--- src/rtl/ptd_pkg.sv ---
// shared types, constants and codes of the periodic task dispatcher
// no dependencies; used by the interfaces, the slot table and the top level
package ptd_pkg;

  // slot table geometry
  localparam int SLOTS  = 8;
  localparam int SLOT_W = (SLOTS > 1) ? $clog2(SLOTS) : 1;
  localparam int CNT_W  = $clog2(SLOTS + 1);

  // field widths
  localparam int ACTION_W = 3;
  localparam int ID_W     = 8;
  localparam int PERIOD_W = 16;
  localparam int STATUS_W = 3;
  localparam int SLOTF_W  = 3;
  localparam int TICK_W   = 16;
  localparam int WDOG_W   = 15;

  // configuration port
  localparam int PADDR_W = 3;
  localparam int PDATA_W = 32;
  localparam logic [WDOG_W-1:0] MAX_RUN_RESET = 15'd1000;

  // request actions
  localparam logic [ACTION_W-1:0] ACT_ADD    = 3'd0;
  localparam logic [ACTION_W-1:0] ACT_REMOVE = 3'd1;
  localparam logic [ACTION_W-1:0] ACT_TICK   = 3'd2;
  localparam logic [ACTION_W-1:0] ACT_POLL   = 3'd3;
  localparam logic [ACTION_W-1:0] ACT_DONE   = 3'd4;

  // result status codes
  localparam logic [STATUS_W-1:0] ST_OK       = 3'd0;
  localparam logic [STATUS_W-1:0] ST_ERROR    = 3'd1;
  localparam logic [STATUS_W-1:0] ST_DISPATCH = 3'd2;
  localparam logic [STATUS_W-1:0] ST_PASS     = 3'd3;
  localparam logic [STATUS_W-1:0] ST_BUSY     = 3'd4;
  localparam logic [STATUS_W-1:0] ST_EXPIRED  = 3'd5;
  localparam logic [STATUS_W-1:0] ST_HALTED   = 3'd6;

  // one slot table entry
  typedef struct packed {
    logic [ID_W-1:0]     task_id;
    logic [PERIOD_W-1:0] period;
    logic                enable;
    logic [TICK_W-1:0]   stamp;
  } entry_t;

  // table read and write ports
  typedef struct packed {
    logic              en;
    logic [SLOT_W-1:0] addr;
  } rd_req_t;

  typedef struct packed {
    logic              en;
    logic [SLOT_W-1:0] addr;
    entry_t            data;
  } wr_req_t;

endpackage

--- src/rtl/ptd_if.sv ---
// request and result channels of the periodic task dispatcher
// depends on ptd_pkg for field widths
interface ptd_req_if;
  logic                          valid;
  logic                          ready;
  logic [ptd_pkg::ACTION_W-1:0]  action;
  logic [ptd_pkg::ID_W-1:0]      task_id;
  logic [ptd_pkg::PERIOD_W-1:0]  period;
  logic                          enable;

  modport source (output valid, action, task_id, period, enable, input ready);
  modport sink   (input valid, action, task_id, period, enable, output ready);
endinterface

interface ptd_rsp_if;
  logic                          valid;
  logic                          ready;
  logic [ptd_pkg::STATUS_W-1:0]  status;
  logic [ptd_pkg::SLOTF_W-1:0]   slot;
  logic [ptd_pkg::ID_W-1:0]      dispatched_id;

  modport source (output valid, status, slot, dispatched_id, input ready);
  modport sink   (input valid, status, slot, dispatched_id, output ready);
endinterface

--- src/rtl/ptd_table.sv ---
// slot table memory: one read port with registered data, one write port
// depends on ptd_pkg; entries never written read back as zero
module ptd_table (
  input  logic             clk,
  input  logic             rst,
  input  ptd_pkg::rd_req_t rd,
  output ptd_pkg::entry_t  rd_data,
  input  ptd_pkg::wr_req_t wr
);

  ptd_pkg::entry_t              mem [ptd_pkg::SLOTS];
  logic [ptd_pkg::SLOTS-1:0]    written;

  // write port
  always_ff @(posedge clk) begin
    if (wr.en) begin
      mem[wr.addr] <= wr.data;
    end
  end

  // per entry written marks
  always_ff @(posedge clk) begin
    if (rst) begin
      written <= '0;
    end else if (wr.en) begin
      written[wr.addr] <= 1'b1;
    end
  end

  // registered read with forwarding of a same-cycle write
  always_ff @(posedge clk) begin
    if (rd.en) begin
      if (wr.en && wr.addr == rd.addr) begin
        rd_data <= wr.data;
      end else if (written[rd.addr]) begin
        rd_data <= mem[rd.addr];
      end else begin
        rd_data <= '0;
      end
    end
  end

endmodule

--- src/rtl/periodic_task_dispatcher_unit.sv ---
// Periodic task dispatcher. A request is taken only while the block is idle; ready stays
// low until its result is registered, and the result register lets the next request in
// while a result still waits. Tick, unknown actions, requests while halted, done while
// idle and poll before the first tick go straight to the finish state. Busy, watchdog
// expiry and done first make one read of the slot table memory. Add, remove and poll
// sweep the table memory one slot per cycle from the start (poll from its cursor) and
// stop at the first match or after the last slot; an add into a free slot then needs
// one more read-modify-write step. A result held back by the receiver stalls the
// request after it. The watchdog register max_run_ticks sits at byte address 0 of the
// configuration port.
// depends on ptd_pkg, ptd_if (ptd_req_if, ptd_rsp_if) and ptd_table
module periodic_task_dispatcher_unit (
  input  logic                          clk,
  input  logic                          rst,
  ptd_req_if.sink                       req,
  ptd_rsp_if.source                     rsp,
  input  logic                          psel,
  input  logic                          penable,
  input  logic                          pwrite,
  input  logic [ptd_pkg::PADDR_W-1:0]   paddr,
  input  logic [ptd_pkg::PDATA_W-1:0]   pwdata,
  output logic [ptd_pkg::PDATA_W-1:0]   prdata,
  output logic                          pready
);

  localparam logic [2:0] S_IDLE    = 3'd0;
  localparam logic [2:0] S_SCAN    = 3'd1;
  localparam logic [2:0] S_ADD_WR  = 3'd2;
  localparam logic [2:0] S_RUN_USE = 3'd3;
  localparam logic [2:0] S_FIN     = 3'd4;

  localparam logic [ptd_pkg::CNT_W-1:0] SCAN_END = ptd_pkg::CNT_W'(ptd_pkg::SLOTS);
  localparam logic [ptd_pkg::SLOT_W-1:0] LAST_SLOT = ptd_pkg::SLOT_W'(ptd_pkg::SLOTS - 1);

  logic [2:0]                       state;
  logic [ptd_pkg::ACTION_W-1:0]     act;
  logic [ptd_pkg::ID_W-1:0]         cmd_id;
  logic [ptd_pkg::PERIOD_W-1:0]     cmd_period;
  logic                             cmd_enable;
  logic [ptd_pkg::CNT_W-1:0]        iss;
  logic                             rvalid;
  logic [ptd_pkg::SLOT_W-1:0]       ridx;
  logic [ptd_pkg::SLOT_W-1:0]       add_idx;
  logic [ptd_pkg::SLOTS-1:0]        slot_valid;
  logic [ptd_pkg::TICK_W-1:0]       tick_count;
  logic                             tick_seen;
  logic                             running;
  logic [ptd_pkg::SLOT_W-1:0]       running_slot;
  logic [ptd_pkg::WDOG_W-1:0]       watchdog_left;
  logic [ptd_pkg::SLOT_W-1:0]       scan_cursor;
  logic                             halted;
  logic [ptd_pkg::WDOG_W-1:0]       max_run_ticks;
  logic [ptd_pkg::STATUS_W-1:0]     res_status;
  logic [ptd_pkg::SLOTF_W-1:0]      res_slot;
  logic [ptd_pkg::ID_W-1:0]         res_id;
  logic                             out_valid;
  logic [ptd_pkg::STATUS_W-1:0]     out_status;
  logic [ptd_pkg::SLOTF_W-1:0]      out_slot;
  logic [ptd_pkg::ID_W-1:0]         out_id;

  ptd_pkg::rd_req_t                 rd;
  ptd_pkg::wr_req_t                 wr;
  ptd_pkg::entry_t                  ent;

  logic                             accept;
  logic [ptd_pkg::WDOG_W-1:0]       wd_dec;
  logic                             go_run;
  logic [ptd_pkg::TICK_W-1:0]       elapsed;
  logic                             hit;
  logic                             scan_issue;
  logic                             scan_end;
  logic                             free_any;
  logic [ptd_pkg::SLOT_W-1:0]       free_idx;
  logic                             cfg_wr;

  ptd_table u_table (
    .clk     (clk),
    .rst     (rst),
    .rd      (rd),
    .rd_data (ent),
    .wr      (wr)
  );

  // channel handshakes
  assign req.ready         = (state == S_IDLE);
  assign accept            = req.valid && req.ready;
  assign rsp.valid         = out_valid;
  assign rsp.status        = out_status;
  assign rsp.slot          = out_slot;
  assign rsp.dispatched_id = out_id;

  // configuration port
  assign pready = 1'b1;
  assign cfg_wr = psel && penable && pwrite && !paddr[2];
  assign prdata = paddr[2] ? '0 : ptd_pkg::PDATA_W'(max_run_ticks);

  always_ff @(posedge clk) begin
    if (rst) begin
      max_run_ticks <= ptd_pkg::MAX_RUN_RESET;
    end else if (cfg_wr) begin
      max_run_ticks <= pwdata[ptd_pkg::WDOG_W-1:0];
    end
  end

  // first free slot
  always_comb begin
    free_any = 1'b0;
    free_idx = '0;
    for (int i = ptd_pkg::SLOTS - 1; i >= 0; i--) begin
      if (!slot_valid[i]) begin
        free_any = 1'b1;
        free_idx = ptd_pkg::SLOT_W'(i);
      end
    end
  end

  // requests that need the running slot's entry
  assign wd_dec = watchdog_left - 1'b1;
  always_comb begin
    go_run = 1'b0;
    if (accept && !halted) begin
      case (req.action)
        ptd_pkg::ACT_TICK: go_run = running && (wd_dec == '0);
        ptd_pkg::ACT_POLL: go_run = tick_seen && running;
        ptd_pkg::ACT_DONE: go_run = running;
        default:           go_run = 1'b0;
      endcase
    end
  end

  // scan compare on the registered table read
  assign elapsed = tick_count - ent.stamp;
  always_comb begin
    if (act == ptd_pkg::ACT_POLL) begin
      hit = rvalid && slot_valid[ridx] && ent.enable && (elapsed > ent.period);
    end else begin
      hit = rvalid && slot_valid[ridx] && (ent.task_id == cmd_id);
    end
  end

  assign scan_issue = (state == S_SCAN) && !hit && (iss < SCAN_END);
  assign scan_end   = (state == S_SCAN) && !rvalid && (iss == SCAN_END);

  // table read selection
  always_comb begin
    rd.en   = 1'b0;
    rd.addr = running_slot;
    if (go_run) begin
      rd.en   = 1'b1;
    end else if (scan_issue) begin
      rd.en   = 1'b1;
      rd.addr = iss[ptd_pkg::SLOT_W-1:0];
    end else if (scan_end && act == ptd_pkg::ACT_ADD && free_any) begin
      rd.en   = 1'b1;
      rd.addr = free_idx;
    end
  end

  // table write selection
  always_comb begin
    wr.en   = 1'b0;
    wr.addr = ridx;
    wr.data = ent;
    if (state == S_SCAN && hit && act == ptd_pkg::ACT_ADD) begin
      wr.en          = 1'b1;
      wr.data.period = cmd_period;
      wr.data.enable = cmd_enable;
    end else if (state == S_ADD_WR) begin
      wr.en           = 1'b1;
      wr.addr         = add_idx;
      wr.data.task_id = cmd_id;
      wr.data.period  = cmd_period;
      wr.data.enable  = cmd_enable;
    end else if (state == S_RUN_USE && act == ptd_pkg::ACT_DONE) begin
      wr.en         = 1'b1;
      wr.addr       = running_slot;
      wr.data.stamp = tick_count;
    end
  end

  // request sequencer
  always_ff @(posedge clk) begin
    if (rst) begin
      state         <= S_IDLE;
      rvalid        <= 1'b0;
      slot_valid    <= '0;
      tick_count    <= '0;
      tick_seen     <= 1'b0;
      running       <= 1'b0;
      running_slot  <= '0;
      watchdog_left <= '0;
      scan_cursor   <= '0;
      halted        <= 1'b0;
    end else begin
      rvalid <= scan_issue;
      if (scan_issue) begin
        ridx <= iss[ptd_pkg::SLOT_W-1:0];
        iss  <= iss + 1'b1;
      end
      case (state)
        S_IDLE: begin
          if (accept) begin
            act        <= req.action;
            cmd_id     <= req.task_id;
            cmd_period <= req.period;
            cmd_enable <= req.enable;
            res_slot   <= '0;
            res_id     <= '0;
            if (halted) begin
              res_status <= ptd_pkg::ST_HALTED;
              state      <= S_FIN;
            end else begin
              case (req.action)
                ptd_pkg::ACT_ADD, ptd_pkg::ACT_REMOVE: begin
                  iss   <= '0;
                  state <= S_SCAN;
                end
                ptd_pkg::ACT_TICK: begin
                  tick_count <= tick_count + 1'b1;
                  tick_seen  <= 1'b1;
                  res_status <= ptd_pkg::ST_OK;
                  if (running) begin
                    watchdog_left <= wd_dec;
                  end
                  if (running && wd_dec == '0) begin
                    halted  <= 1'b1;
                    running <= 1'b0;
                    state   <= S_RUN_USE;
                  end else begin
                    state <= S_FIN;
                  end
                end
                ptd_pkg::ACT_POLL: begin
                  if (!tick_seen) begin
                    res_status <= ptd_pkg::ST_PASS;
                    state      <= S_FIN;
                  end else if (running) begin
                    state <= S_RUN_USE;
                  end else begin
                    iss   <= ptd_pkg::CNT_W'(scan_cursor);
                    state <= S_SCAN;
                  end
                end
                ptd_pkg::ACT_DONE: begin
                  if (running) begin
                    state <= S_RUN_USE;
                  end else begin
                    res_status <= ptd_pkg::ST_ERROR;
                    state      <= S_FIN;
                  end
                end
                default: begin
                  res_status <= ptd_pkg::ST_ERROR;
                  state      <= S_FIN;
                end
              endcase
            end
          end
        end

        // sweep the table one slot per cycle
        S_SCAN: begin
          if (hit) begin
            state    <= S_FIN;
            res_slot <= ptd_pkg::SLOTF_W'(ridx);
            if (act == ptd_pkg::ACT_POLL) begin
              running       <= 1'b1;
              running_slot  <= ridx;
              watchdog_left <= max_run_ticks;
              scan_cursor   <= (ridx == LAST_SLOT) ? '0 : ridx + 1'b1;
              res_status    <= ptd_pkg::ST_DISPATCH;
              res_id        <= ent.task_id;
            end else begin
              res_status <= ptd_pkg::ST_OK;
              res_id     <= cmd_id;
              if (act == ptd_pkg::ACT_REMOVE) begin
                slot_valid[ridx] <= 1'b0;
              end
            end
          end else if (scan_end) begin
            if (act == ptd_pkg::ACT_POLL) begin
              scan_cursor <= '0;
              res_status  <= ptd_pkg::ST_PASS;
              res_slot    <= '0;
              res_id      <= '0;
              state       <= S_FIN;
            end else if (act == ptd_pkg::ACT_ADD && free_any) begin
              add_idx <= free_idx;
              state   <= S_ADD_WR;
            end else begin
              res_status <= ptd_pkg::ST_ERROR;
              res_slot   <= '0;
              res_id     <= cmd_id;
              state      <= S_FIN;
            end
          end
        end

        // insert into the free slot, keeping its stamp
        S_ADD_WR: begin
          slot_valid[add_idx] <= 1'b1;
          res_status          <= ptd_pkg::ST_OK;
          res_slot            <= ptd_pkg::SLOTF_W'(add_idx);
          res_id              <= cmd_id;
          state               <= S_FIN;
        end

        // running slot entry is now on the read port
        S_RUN_USE: begin
          res_slot <= ptd_pkg::SLOTF_W'(running_slot);
          res_id   <= ent.task_id;
          state    <= S_FIN;
          case (act)
            ptd_pkg::ACT_POLL: res_status <= ptd_pkg::ST_BUSY;
            ptd_pkg::ACT_TICK: res_status <= ptd_pkg::ST_EXPIRED;
            ptd_pkg::ACT_DONE: begin
              running    <= 1'b0;
              res_status <= ptd_pkg::ST_OK;
            end
            default: res_status <= ptd_pkg::ST_ERROR;
          endcase
        end

        // hand the result to the output register
        S_FIN: begin
          if (!out_valid || rsp.ready) begin
            state <= S_IDLE;
          end
        end

        default: state <= S_IDLE;
      endcase
    end
  end

  // output register
  always_ff @(posedge clk) begin
    if (rst) begin
      out_valid <= 1'b0;
    end else if (state == S_FIN && (!out_valid || rsp.ready)) begin
      out_valid  <= 1'b1;
      out_status <= res_status;
      out_slot   <= res_slot;
      out_id     <= res_id;
    end else if (rsp.ready) begin
      out_valid <= 1'b0;
    end
  end

endmodule
--- src/flat_wrapper.sv ---
// flat-port wrapper written by rule: the top's interface ports become plain ports
module periodic_task_dispatcher_unit_flat 
  (clk, rst, psel, penable, pwrite, paddr, pwdata, prdata, pready, req_valid, req_action, req_task_id, req_period, req_enable, req_ready, rsp_valid, rsp_status, rsp_slot, rsp_dispatched_id, rsp_ready);
  ptd_req_if req_i ();
  ptd_rsp_if rsp_i ();
  input  logic clk;
  input  logic rst;
  input  logic psel;
  input  logic penable;
  input  logic pwrite;
  input  logic [ptd_pkg::PADDR_W-1:0] paddr;
  input  logic [ptd_pkg::PDATA_W-1:0] pwdata;
  output logic [ptd_pkg::PDATA_W-1:0] prdata;
  output logic pready;
  input wire logic [$bits(req_i.valid)-1:0] req_valid;
  input wire logic [$bits(req_i.action)-1:0] req_action;
  input wire logic [$bits(req_i.task_id)-1:0] req_task_id;
  input wire logic [$bits(req_i.period)-1:0] req_period;
  input wire logic [$bits(req_i.enable)-1:0] req_enable;
  output wire logic [$bits(req_i.ready)-1:0] req_ready;
  output wire logic [$bits(rsp_i.valid)-1:0] rsp_valid;
  output wire logic [$bits(rsp_i.status)-1:0] rsp_status;
  output wire logic [$bits(rsp_i.slot)-1:0] rsp_slot;
  output wire logic [$bits(rsp_i.dispatched_id)-1:0] rsp_dispatched_id;
  input wire logic [$bits(rsp_i.ready)-1:0] rsp_ready;
  assign req_i.valid = req_valid;
  assign req_i.action = req_action;
  assign req_i.task_id = req_task_id;
  assign req_i.period = req_period;
  assign req_i.enable = req_enable;
  assign req_ready = req_i.ready;
  assign rsp_valid = rsp_i.valid;
  assign rsp_status = rsp_i.status;
  assign rsp_slot = rsp_i.slot;
  assign rsp_dispatched_id = rsp_i.dispatched_id;
  assign rsp_i.ready = rsp_ready;
  periodic_task_dispatcher_unit u_core (.clk(clk), .rst(rst), .req(req_i), .rsp(rsp_i), .psel(psel), .penable(penable), .pwrite(pwrite), .paddr(paddr), .pwdata(pwdata), .prdata(prdata), .pready(pready));
endmodule
--- config.mk ---
export PLATFORM = sky130hd
export DESIGN_NAME = periodic_task_dispatcher_unit_flat
export DESIGN_NICKNAME = d
export VERILOG_FILES = /design/src/rtl/ptd_pkg.sv /design/src/rtl/ptd_if.sv /design/src/rtl/ptd_table.sv /design/src/rtl/periodic_task_dispatcher_unit.sv /design/src/flat_wrapper.sv
export SDC_FILE = /design/constraint.sdc
export NUM_CORES = 1
export LEC_CHECK = 0
export BUFFER_PORTS_ARGS = -buffer_cell sky130_fd_sc_hd__buf_2
export CELL_PAD_IN_SITES_DETAIL_PLACEMENT = 2
export CELL_PAD_IN_SITES_GLOBAL_PLACEMENT = 2
export CORE_ASPECT_RATIO = 1.1
export CORE_MARGIN = 2
export CORE_UTILIZATION = 40
export DETAILED_ROUTE_END_ITERATION = 12
export HOLD_SLACK_MARGIN = 0.15
export PLACE_DENSITY_LB_ADDON = 0.25
export SYNTH_ARGS = -nofsm -noshare
export SYNTH_HDL_FRONTEND = slang
export SYNTH_HIERARCHICAL = 1
export SYNTH_SLANG_ARGS = --single-unit
--- constraint.sdc ---
create_clock -name clk -period 17.9 [get_ports clk]
set_input_delay 1.79 -clock clk [delete_from_list [all_inputs] [get_ports clk]]
set_output_delay 1.79 -clock clk [all_outputs]
set_load 0.02 [all_outputs]
Word level (Yosys, flattened, before mapping)
Memories as Yosys holds them, arrays and structs flattened. Index checks and enable logic that the tools add are counted.

Output and inout bits: 49. RAM bits: 328. Bits of input ports: 70. Register bits after elaboration: 183. Memories kept: 1.

Memories: u_core.u_table.mem (words 8, bits a word 41, rd ports 1, clocked after Yosys merged registers in 0, write ports 1, RTL line ptd_table.sv:11) `ptd_pkg::entry_t mem [ptd_pkg::SLOTS];`.

Add/sub/neg operators: 5. Reduce and logical (&&, ||, !) cells: 58. $lt $le $gt $ge: 9. Equality and inequality tests: 34. Bitwise gates (word level): 8. Muxes and demuxes: 121.

Operators by type and width (count): 2-to-1 mux 3 bit (37); 2-to-1 mux 15 bit (7); 2-to-1 mux 41 bit (2); 2-to-1 mux 8 bit (9); case mux 3 bit (4 select lines) (5); 2-to-1 mux 16 bit (3); 2-to-1 mux 4 bit (10); case mux 8 bit (4 select lines) (1); 2-to-1 mux 1 bit (31); case mux 15 bit (2 select lines) (1); logical AND 1 bit (26); 2-to-1 mux 25 bit (1); inequality test 2 bit, second input constant (11); == test 3 x 2 -> 1 bit, second input constant (6); 2-to-1 mux 17 bit (1); adder 16 x 1 -> 16 bit, second input constant (1); greater-than comparator 16 bit (1); < comparator 3 x 4 -> 1 bit, second input constant (4); bitwise OR 8 bit (2); case mux 8 bit (2 select lines) (1); AND reduction 8 bit (2); subtractor 16 bit (1); zero test 15 bit (1); subtractor 15 x 1 -> 15 bit, second input constant (1); other kinds (37) (70).

Logic depth before layout (Yosys ltp)
Depth in word-level cells: 16. Depth in mapped cells: 25. Gate-level depth less buffers: 22.

Hierarchy
Netlist, hierarchy kept.

Modules (own cells, without submodules): ptd_table (cells each 655, times used 1, seq. area each 11240.8 µm², area an instance 14291.2 µm²); periodic_task_dispatcher_unit (cells each 902, times used 1, seq. area each 3343.2 µm², area an instance 8152.8 µm²).

Worst setup path before layout
No wires, ideal clock.

Path kind: flip-flop to flip-flop. Start: register u_core/tick_count[0] (netlist name). End: memory u_core/u_table/mem[0][0] (netlist name) (enable). Path slack: 10.300 ns. Required time: 17.407 ns. Stages on the path, launching flop included: 23. Data arrival time: 7.107 ns. Clock period less this slack: 7.600 ns. Path through: dfxtp_1 > inv_1 > ha_1 > fa_1 > nor2b_1 > o21ai_0 > a211o_1 > a21oi_1 > o31ai_1 > a21oi_1 > xor2_1 > ha_1 > nand4_1 > or4_4 > a21o_1 > a31oi_1 > o211a_1 > a21o_1 > buf_6 > buf_6 > nand2b_1 > nand2b_1 > nor3_1.

RTL lines: start: declaration (RTL line periodic_task_dispatcher_unit.sv:45) `logic [ptd_pkg::TICK_W-1:0] tick_count;`; start signal: assignment (RTL line periodic_task_dispatcher_unit.sv:219) `tick_count <= tick_count + 1'b1;`; end: declaration (RTL line ptd_table.sv:11).

==> results.py <==
metrics = {
    "detailed_routing": {
        "final_antenna_net_count": 0,
        "drc_violations": 0,
        "drt_iter0_markers": 962,
        "route.vias.total": 13600,
        "drt-total-wl_um": 63000,
        "viasPerCell": 5.62,
        "drt_first_pass_iters": 5,
        "routed_wire_length_per_instance_um": 26.0,
    },
    "synthesis": {
        "postSynthCellCount": 1557,
        "largest_family_of_logic_cells_by_synthesized_area": "multiplexers",
        "synthTopCellsByArea": "sky130_fd_sc_hd__edfxtp_1 58%, sky130_fd_sc_hd__mux4_2 8.5%, sky130_fd_sc_hd__dfxtp_1 6.8%, sky130_fd_sc_hd__nand2_1 2.8%, sky130_fd_sc_hd__ha_1 2.1%",
        "synthDistinctLibCells": 91,
        "synth_sequential_area_ratio": 0.650,
        "synth_async_sr_flop_share": 0,
        "synth.ff_latch_count": 511,
        "post_synth_and_or_nand_nor_area_fraction": 0.0925,
        "syn_avg_cell_area_um2": 14.4,
        "adder_and_majority_cell_fraction_of_the_synthesized_area": 0.0221,
        "netlist.area_leader.share": 0.582,
        "muxShareOfSynthArea": 0.116,
        "synth-main-ff-cell": "sky130_fd_sc_hd__edfxtp_1",
        "synth_xor_area_frac": 0.0160,
        "synth_largest_area_cell": "sky130_fd_sc_hd__edfxtp_1",
        "synth-warning-count": 6,
        "synth_compound_area_frac": 0.0710,
        "combined_area_of_all_synthesized_cells_mm2": 0.0224,
        "number_of_flops_mapped_to_enable_cells_by_yosys": 435,
    },
    "place": {
        "detailedPlacementHpwl_um": 38400,
        "port_buffers": 81,
        "gp_congestion": 0.813,
        "numPlacedInstances": 2326,
    },
    "layout": {
        "postLayoutCoreUtil": 0.453,
        "synthToLayoutAreaGrowth_pct": 12.6,
        "n_antenna_cell": 0,
        "ratio_of_cells_with_drive_above_1_in_the_final_layout": 0.187,
        "multi_input_comb_area_mm2": 0.00730,
        "layout.filler_cells": 5389,
        "layout.nets": 1748,
        "final_cells": 2426,
        "register_area_mm2": 0.0146,
    },
    "setup_path": {
        "crit_path_top_delay_cell": "sky130_fd_sc_hd__buf_4",
        "critical_path_at_ns": 8.38,
        "cp_slowest_stage_delay_ns": 0.94,
        "crit_path_cell_trace": "inv_1 -> ha_1 -> fa_1 -> nor2b_1 -> o21ai_0 -> a211o_1 -> a21oi_1 -> o31ai_1 -> a21oi_1 -> xor2_1 -> ha_1 -> nand4_1 -> or4_4 -> a21o_1 -> a31oi_2 -> nor2_4 -> nand2_1 -> o221a_4 -> buf_4 -> buf_4 -> mux4_2 -> mux2i_1 -> o21ai_1",
        "crit_path_max_fo": 48,
        "crit_path_start_kind": "register",
        "critical_path_class": "reg2reg",
        "cp.required_ns": 18.25,
        "critical_path.endpoint_type": "register",
    },
    "clock_tree": {
        "h-tree-depth": 2,
        "worstSkewPairLatency_ns": 0.64,
        "clock-sinks": 511,
        "cts_repair_resize_count": 0,
        "clock_transition_at_the_registers_of_the_reported_paths_ns": 0.06,
        "cts-buffers-inserted": 55,
        "cts_root_buf": "sky130_fd_sc_hd__clkbuf_16",
        "cts_tree": "yes",
        "setup_repair_bufs_after_cts": 0,
        "cts.hold.buffers_added": 0,
        "clockBufferDepth": 3,
    },
    "sta": {
        "achievable-frequency_mhz": 125,
        "setup-violations-final": 0,
        "worstMarginPinSlew_ns": 1.17,
        "timing.slew.headroom": 0.214,
        "rsz0062_at_grt": "no",
        "period_share": 0.448,
        "report.final.hold_viol_count": 0,
        "setup_total_negative_slack_ns": 0,
        "clock-skew-final_ns": 0.0300,
        "layout_min_cycle_time_ns": 8.02,
        "report.final.slew_viol_count": 0,
    },
    "flow_run": {
        "drv.max_cap_violation_count": 0,
    },
    "pwr": {
        "power.density_mw_per_mm2": 97.5,
        "peakVddDrop_mv": 0.0865,
        "leakage_power_uw": 0.00841,
    },
    "floorplanning": {
        "design.die.area_mm2": 0.0580,
        "initial_core_util": 0.402,
        "rows": 91,
        "ioPinCount": 119,
        "die_height_um": 252,
        "fp.coreArea_mm2": 0.0558,
        "die_w_um": 230,
    },
    "global_route": {
        "grt_pass1_wl_um": 96200,
        "grt_antenna_before_repair": 0,
        "grt_pass1_vias": 15300,
        "track_usage": 0.220,
        "grt_max_degree": 69,
        "grt.overflow.total": 0,
    },
    "run_status": {
        "status": "complete, no violations",
    },
    "worst_hold_path": {
        "timing.hold.worst.class": "reg2reg",
    },
}
## stage by stage
step	setup WS, ns	cell area [um2]	power, uW	hold slack, ns
after floorplan	10.30	22500	1370	0.400
after global placement	10.12	23600	1390	0.402
after detailed placement	9.84	23600	1390	0.406
after CTS	9.80	25300	2490	0.420
after global routing	9.30	25300	2540	0.431
final	9.88	25300	2460	0.418
## where the power goes
part           internal (uW)  leakage [uW]  total [uW]  switching (uW)
clock network            612      0.000817        1100             483
registers               1290       0.00460        1300            6.77
logic                   25.1       0.00300        72.5            47.5
## flip-flops by register name, summed over array words and instances (netlist names), 15 cells and up
register                cells
u_core/max_run_ticks       15
u_core/u_table/rd_data     41
u_core/tick_count          16
u_core/u_table/mem        328
u_core/watchdog_left       15
u_core/cmd_period          16
## critical path: cells and delay by family, from the launching register on
family / cells / cell delay (ns)
flip-flops: 1 / 0.44
XOR/XNOR: 1 / 0.10
AND/OR/NAND/NOR: 5 / 1.28
multiplexers: 2 / 0.88
adder cells (fa/ha/maj): 3 / 0.96
AO/OA/AOI/OAI: 9 / 2.35
buffers and inverters: 3 / 1.71
## per-layer routing
| layer | vias to the layer above | part of all wire | global-route usage |
|---|---|---|---|
| met4 | 0 | 0.019 | 0.0592 |
| met1 | 7183 | 0.42 | 0.275 |
| met2 | 282 | 0.53 | 0.398 |
| met3 | 88 | 0.039 | 0.0301 |
| met5 | - | 0 | 0 |
| li1 | 6079 | - | - |
## cell type report
cell class	instances	share of cell area
clock inverters	27	0.00861
well taps	744	0.0368
repair buffers	103	0.0226
clock buffers	73	0.0587
inverters	50	0.00742
flip-flops and latches	511	0.577
multi-input cells	918	0.289
## cell families after synthesis
| kind of cell | count (synthesis) |
|---|---|
| AOI/OAI and AO/OA | 246 |
| xor gates and xnor gates | 41 |
| adders and majority gates | 39 |
| buffers and inverters | 144 |
| DFF | 511 |
| muxes | 149 |
| other | 2 |
| and+or+nand+nor | 425 |
## cells in the mapped netlist (8+ instances only)
| cell | number |
|---|---|
| sky130_fd_sc_hd__buf_4 | 20 |
| sky130_fd_sc_hd__o21ai_0 | 43 |
| sky130_fd_sc_hd__buf_6 | 8 |
| sky130_fd_sc_hd__nand2b_1 | 8 |
| sky130_fd_sc_hd__mux4_2 | 85 |
| sky130_fd_sc_hd__clkbuf_1 | 38 |
| sky130_fd_sc_hd__and3_1 | 10 |
| sky130_fd_sc_hd__nor3_1 | 30 |
| sky130_fd_sc_hd__inv_1 | 49 |
| sky130_fd_sc_hd__buf_2 | 16 |
| sky130_fd_sc_hd__a211oi_1 | 12 |
| sky130_fd_sc_hd__nor2_1 | 79 |
| sky130_fd_sc_hd__a21oi_1 | 59 |
| sky130_fd_sc_hd__mux2_4 | 9 |
| sky130_fd_sc_hd__o21ai_1 | 43 |
| sky130_fd_sc_hd__buf_1 | 8 |
| sky130_fd_sc_hd__ha_1 | 38 |
| sky130_fd_sc_hd__nand3_1 | 32 |
| sky130_fd_sc_hd__dfxtp_1 | 76 |
| sky130_fd_sc_hd__nor2b_1 | 31 |
| sky130_fd_sc_hd__edfxtp_1 | 435 |
| sky130_fd_sc_hd__xor2_1 | 17 |
| sky130_fd_sc_hd__mux2i_1 | 46 |
| sky130_fd_sc_hd__a22o_1 | 9 |
| sky130_fd_sc_hd__mux2_2 | 8 |
| sky130_fd_sc_hd__nand2_1 | 168 |
| sky130_fd_sc_hd__xnor2_1 | 24 |
| sky130_fd_sc_hd__nand4_1 | 13 |
## cell usage in the layout, fill, tap and decap left out, types with 12 or more instances in the layout
| cell | Yosys | routed |
|---|---|---|
| sky130_fd_sc_hd__clkinv_1 | 1 | 13 |
| sky130_fd_sc_hd__clkbuf_1 | 38 | 14 |
| sky130_fd_sc_hd__nor3_1 | 30 | 28 |
| sky130_fd_sc_hd__nand2_1 | 168 | 168 |
| sky130_fd_sc_hd__ha_1 | 38 | 38 |
| sky130_fd_sc_hd__xnor2_1 | 24 | 24 |
| sky130_fd_sc_hd__dfxtp_1 | 76 | 76 |
| sky130_fd_sc_hd__a21oi_1 | 59 | 59 |
| sky130_fd_sc_hd__o21ai_0 | 43 | 41 |
| sky130_fd_sc_hd__mux4_2 | 85 | 85 |
| sky130_fd_sc_hd__inv_1 | 49 | 48 |
| sky130_fd_sc_hd__nand4_1 | 13 | 13 |
| sky130_fd_sc_hd__buf_2 | 16 | 81 |
| sky130_fd_sc_hd__nor2_1 | 79 | 72 |
| sky130_fd_sc_hd__clkbuf_16 | 0 | 55 |
| sky130_fd_sc_hd__a211oi_1 | 12 | 12 |
| sky130_fd_sc_hd__mux2i_1 | 46 | 46 |
| sky130_fd_sc_hd__nor2b_1 | 31 | 31 |
| sky130_fd_sc_hd__conb_1 | 2 | 18 |
| sky130_fd_sc_hd__o21ai_1 | 43 | 43 |
| sky130_fd_sc_hd__nand3_1 | 32 | 32 |
| sky130_fd_sc_hd__xor2_1 | 17 | 17 |
| sky130_fd_sc_hd__edfxtp_1 | 435 | 435 |
| sky130_fd_sc_hd__buf_4 | 20 | 22 |
## worst paths after layout
path                        startpoint                         end  slack, ns  cells past startpoint
setup / recovery  u_core/tick_count[0]  u_core/u_table/rd_data[31]       9.88                     23
hold / removal    u_core/res_status[0]        u_core/rsp.status[0]       0.42                      0
setup reg to reg  u_core/tick_count[0]  u_core/u_table/rd_data[31]       9.88                     23
hold reg to reg   u_core/res_status[0]        u_core/rsp.status[0]       0.42                      0
(Power assumes the default switching activity.)
